===== src/sv/cft_pkg.sv =====
// Shared types and constants for the Carmichael/Fermat test block.
package cft_pkg;

	localparam int unsigned NUMBER_BITS_DEF = 31;

	typedef enum logic [3:0] {
		ST_IDLE, ST_INIT, ST_STRIP, ST_CHK2, ST_SQ, ST_TEST, ST_WMP,
		ST_DMP2, ST_WMP2, ST_WTL, ST_LAST, ST_WTM
	} state_t;

	typedef enum logic [3:0] {
		CMD_NONE, CMD_LOAD, CMD_SHIFT, CMD_P_INIT, CMD_SQUARE, CMD_DIV_MP,
		CMD_FIRST, CMD_NEXT_POW, CMD_DIV_TL, CMD_P_NEXT, CMD_DIV_TM
	} cmd_t;

	typedef struct packed {
		logic le_two;
		logic m_even;
		logic k_nonzero;
		logic pow2_ok;
		logic sq_gt_m;
		logic m_gt1;
		logic div_done;
		logic rem_zero;
	} status_t;

endpackage


===== src/sv/cft_div.sv =====
// Restoring divider, one quotient bit per cycle.
module cft_div #(
	parameter int unsigned W = cft_pkg::NUMBER_BITS_DEF
) (
	input  logic         clk,
	input  logic         arst_n,
	input  logic         go,
	input  logic [W-1:0] dividend,
	input  logic [W-1:0] divisor,
	output logic         done,
	output logic [W-1:0] quo,
	output logic [W-1:0] rem
);
	localparam int unsigned CW = $clog2(W + 1);

	logic [W:0]   rem_q;
	logic [W-1:0] quo_q;
	logic [W-1:0] dvs_q;
	logic [CW-1:0] cnt_q;
	logic         run_q;
	logic         done_q;
	logic [W:0]   rem_sh;
	logic         fits;

	assign rem_sh = {rem_q[W-1:0], quo_q[W-1]};
	assign fits   = rem_sh >= {1'b0, dvs_q};

	always_ff @(posedge clk or negedge arst_n) begin
		if (!arst_n) begin
			run_q  <= 1'b0;
			done_q <= 1'b0;
			cnt_q  <= '0;
		end else begin
			done_q <= 1'b0;
			if (go) begin
				run_q <= 1'b1;
				cnt_q <= CW'(W);
			end else if (run_q) begin
				cnt_q <= cnt_q - 1'b1;
				if (cnt_q == CW'(1)) begin
					run_q  <= 1'b0;
					done_q <= 1'b1;
				end
			end
		end
	end

	always_ff @(posedge clk) begin
		if (go) begin
			rem_q <= '0;
			quo_q <= dividend;
			dvs_q <= divisor;
		end else if (run_q) begin
			rem_q <= fits ? (rem_sh - {1'b0, dvs_q}) : rem_sh;
			quo_q <= {quo_q[W-2:0], fits};
		end
	end

	assign done = done_q;
	assign quo  = quo_q;
	assign rem  = rem_q[W-1:0];
endmodule


===== src/sv/cft_datapath.sv =====
// Datapath: candidate, cofactor, trial prime, lambda and the shared divider.
module cft_datapath #(
	parameter int unsigned W = cft_pkg::NUMBER_BITS_DEF
) (
	input  logic              clk,
	input  logic              arst_n,
	input  cft_pkg::cmd_t     cmd,
	input  logic [W-1:0]      candidate,
	output cft_pkg::status_t  status
);
	localparam int unsigned KW = $clog2(W + 1);

	logic [W-1:0]   tgt_q, m_q, p_q, lam_q;
	logic [2*W-1:0] sq_q;
	logic [KW-1:0]  k_q;
	logic           go;
	logic [W-1:0]   dvd, dvs, quo, rem;
	logic           done;
	logic [2*W-1:0] lam_prod;
	logic [W-1:0]   mask2;

	assign lam_prod = lam_q * p_q;
	// lambda(2^k) - 1 as a mask
	assign mask2 = (k_q <= KW'(2)) ? ((W'(1) << (k_q - 1'b1)) - 1'b1)
	                               : ((W'(1) << (k_q - KW'(2))) - 1'b1);

	always_comb begin
		go  = 1'b0;
		dvd = m_q;
		dvs = p_q;
		unique case (cmd)
			cft_pkg::CMD_DIV_MP: go = 1'b1;
			cft_pkg::CMD_DIV_TL: begin
				go  = 1'b1;
				dvd = tgt_q;
				dvs = lam_q;
			end
			cft_pkg::CMD_DIV_TM: begin
				go  = 1'b1;
				dvd = tgt_q;
				dvs = m_q - 1'b1;
			end
			default: go = 1'b0;
		endcase
	end

	cft_div #(.W(W)) u_div (
		.clk(clk), .arst_n(arst_n), .go(go), .dividend(dvd), .divisor(dvs),
		.done(done), .quo(quo), .rem(rem)
	);

	always_ff @(posedge clk) begin
		unique case (cmd)
			cft_pkg::CMD_LOAD: begin
				tgt_q <= candidate - 1'b1;
				m_q   <= candidate;
				k_q   <= '0;
			end
			cft_pkg::CMD_SHIFT: begin
				m_q <= m_q >> 1;
				k_q <= k_q + 1'b1;
			end
			cft_pkg::CMD_P_INIT:   p_q   <= W'(3);
			cft_pkg::CMD_SQUARE:   sq_q  <= p_q * p_q;
			cft_pkg::CMD_FIRST: begin
				m_q   <= quo;
				lam_q <= p_q - 1'b1;
			end
			cft_pkg::CMD_NEXT_POW: begin
				m_q   <= quo;
				lam_q <= lam_prod[W-1:0];
			end
			cft_pkg::CMD_P_NEXT:   p_q   <= p_q + W'(2);
			default: ;
		endcase
	end

	// only looked at straight after load, while m_q still holds the word
	assign status.le_two    = m_q <= W'(2);
	assign status.m_even    = ~m_q[0];
	assign status.k_nonzero = k_q != '0;
	assign status.pow2_ok   = (tgt_q & mask2) == '0;
	assign status.sq_gt_m   = sq_q > {{W{1'b0}}, m_q};
	assign status.m_gt1     = m_q > W'(1);
	assign status.div_done  = done;
	assign status.rem_zero  = rem == '0;
endmodule


===== config.mk =====
export PLATFORM = sky130hd
export DESIGN_NAME = cft_datapath
export DESIGN_NICKNAME = d
export VERILOG_FILES = /design/src/sv/cft_pkg.sv /design/src/sv/cft_div.sv /design/src/sv/cft_datapath.sv
export SDC_FILE = /design/constraint.sdc
export NUM_CORES = 2
export LEC_CHECK = 0
export BUFFER_PORTS_ARGS = -buffer_cell sky130_fd_sc_hd__buf_2
export CAP_MARGIN = 20
export CORE_ASPECT_RATIO = 1.5
export CORE_MARGIN = 2
export CORE_UTILIZATION = 65
export CTS_BUF_LIST = sky130_fd_sc_hd__clkbuf_4 sky130_fd_sc_hd__clkbuf_8
export DETAILED_ROUTE_END_ITERATION = 8
export HOLD_SLACK_MARGIN = 0.02
export PLACE_DENSITY = 0.81
export SYNTH_ARGS = -nofsm -noshare
export SYNTH_HDL_FRONTEND = slang
export SYNTH_SLANG_ARGS = --single-unit

===== constraint.sdc =====
create_clock -name clk -period 21.9 [get_ports clk]
set_clock_uncertainty 0.05 [all_clocks]
set_input_delay 1.095 -clock clk [delete_from_list [all_inputs] [get_ports clk]]
set_output_delay 1.095 -clock clk [all_outputs]
set_load 0.005 [all_outputs]

==> reports/metrics.csv <==
metric,value,unit
status,"complete, no violations",
fraction of registers with async set/reset,0.0244,
Final Slew Violations,0,
Final Util,0.685,
area of the die,89700,um^2
Synth Warn #,0,
critical setup path kind,reg -> reg,
total iterations of the first detailed-routing run,8,
initial antenna violation count,3,
CP max-delay cell,nor2_1,
CP Max Fanout,51,
Post-synth EDFFs,249,
number of core rows,132,
hpwl dp,126000,um
CP endpoint kind,flip-flop,
slew of the pin with the lowest slew margin,1.12,ns
layout cell share with drive strength beyond 1,0.0423,
Initial Utilization,0.657,
global-route wire length before repair,258000,um
average wire per standard cell,22.7,um
register area share after synthesis,0.146,
"top cells by area, synth","fa_1, edfxtp_1, ha_1, inv_1, nand2_1",
Starting DRT DRC Count,3251,
Mapped Nets,7691,
Clock Latency Late Sink,0.76,ns
RePlAce Congestion,0.997,
Final WS setup,12.28,ns
number of H-tree levels,2,
worst reg2reg path endpoint,sq_q[61],
Die W,245,um
Routed WL,163000,um
Hold WC Path Type,in -> async,
CP dominant cell by count,fa_1,
clk buf depth,3,
IO buf count,44,
dpl ws,12.25,ns
Commonest cells post-synth,"inv_1, fa_1, nand2_1, ha_1, and2_1",
Worst R2R Setup Slack,12.28,ns
Synth area leader,fa_1,
post-CTS sizing,0,
post-cts hold buffer count,0,
CP peak stage delay,0.80,ns
clock sink total,287,
R2R depth,25,
"Clk pin slew, worst setup/hold paths",0.06,ns
total grt overflow,0,
Post-Synthesis Cells,6086,
Root Buffer,clkbuf_8,
Final #Nets,7598,
Main synth FF type,edfxtp_1,
worst endpoint required time,22.32,ns
DRC,0,
Synth top area share,0.389,
Core ar.,86400,um^2
routed vias,43300,
Syn-to-layout area delta,4.41,%
die span in y,366,um
largest net degree at the start of global routing,95,
Unique masters post-synth,75,
Post-DRT Antenna Nets,0,
Worst path top cell family by delay,adder cells,
Mapped Area,56700,um^2
R2R Path Start,p_q[7],
vias in the first global route,48100,
final setup fails,0,
CTS tree,yes,
setup bufs post-CTS,0,
max-cap viol count,0,
unrepaired setup endpoints after global routing,false,
Fin Setup TNS,0,ns
Buffers & Inverters on Critical Path,5,
final worst path period need,9.62,ns
FMAX,0.104,GHz
GRT Overall Usage,0.378,
Final Hold Vio Count,0,
I/O pins,45,
"count leader, synth",inv_1,
syn_area_per_cell,9.32,um^2
CTS Buf Count,53,
max_slew headroom,0.252,
worst path arrival time,10.04,ns
Yosys reg bits,287,
critical path startpoint category,flip-flop,
period utilization,0.439,
Avg Vias per Cell,6.03,
## state kept, by name (all words and copies together), names as in the netlist
register,flops
tgt_q,31
u_div.run_q,1
u_div.dvs_q,31
u_div.cnt_q,5
p_q,30
u_div.done,1
sq_q,60
k_q,5
u_div.quo,31
u_div.rem_q,31
lam_q,30
m_q,31
## worst max-delay path by stage
stage,startpoint,end,slack [ns],cells after the start
3_5_place_dp,p_q[13],sq_q[60],12.25,24
4_1_cts,p_q[13],sq_q[60],12.30,24
3_3_place_gp,p_q[13],sq_q[60],12.47,24
6_report,p_q[7],sq_q[61],12.28,25
2_1_floorplan,p_q[10],sq_q[61],13.58,29
5_1_grt,p_q[7],sq_q[61],12.12,25
## worst register-to-register path, cell delays in order (launching register included)
cell and delay (ns):
edfxtp_1 0.31, buf_4 0.63, inv_1 0.60, nor2_1 0.80, fa_1 0.62, fa_1 0.51, fa_1 0.55, fa_1 0.46
ha_1 0.30, ha_1 0.29, fa_1 0.48, inv_1 0.05, fa_1 0.48, inv_1 0.04, ha_1 0.35, a21oi_1 0.20
nand2_1 0.07, a21oi_1 0.63, a211oi_1 0.15, a211oi_1 0.27, buf_4 0.20, o2111ai_1 0.18, a311oi_1 0.68, o2111ai_1 0.24
o211ai_1 0.16, xnor2_1 0.09
## through the flow
step	cells	hold slack, ns	cell area [um^2]
2_1_floorplan	6086	0.431	56700
3_3_place_gp	7075	0.447	57900
3_5_place_dp	7075	0.463	57900
4_1_cts	7172	0.125	59100
5_1_grt	7175	0.155	59200
6_report	7175	0.160	59200
## cells in the final DEF, fill, tap and decap left out, types with 37 or more instances in the layout
cell,count
nand3_1,62
a21oi_1,150
xnor2_1,179
inv_1,1362
buf_4,66
edfxtp_1,249
ha_1,465
nand4_1,37
a21o_1,61
xor2_1,90
nor2_1,287
clkbuf_8,53
buf_2,44
a211oi_1,37
nor3_1,53
and2_1,303
nand2_1,760
fa_1,1103
o21ai_0,175
## layout make-up
class                           instances  area (um^2)
Fill cell                            6524        27200
Multi-Input combinational cell       4169        42300
Inverter                             1370         5140
Sequential cell                       287         8270
Timing Repair Buffer                  112          771
Antenna cell                            1         2.50
Clock buffer                           66          827
Clock inverter                         31          430
Tap cell                             1139         1430
## cells by family after synthesis
| kind of cell | after synthesis | share of synthesized area |
|---|---|---|
| buf+inv | 1630 | 0.108 |
| compound gates | 634 | 0.0699 |
| simple gates | 1663 | 0.136 |
| xor+xnor | 269 | 0.0415 |
| fa+ha+maj | 1568 | 0.492 |
| flops | 287 | 0.146 |
| mux | 35 | 0.00644 |
## routing by layer
layer | GRT usage | wire, um
met3 | 0.0740 | 14600
met2 | 0.641 | 80600
met5 | 0 | 15
met4 | 0.322 | 17600
met1 | 0.402 | 50400
Power is left out: the tool's default activity adds up to more than one toggle a clock period on the data nets, which glitch-free logic cannot reach.
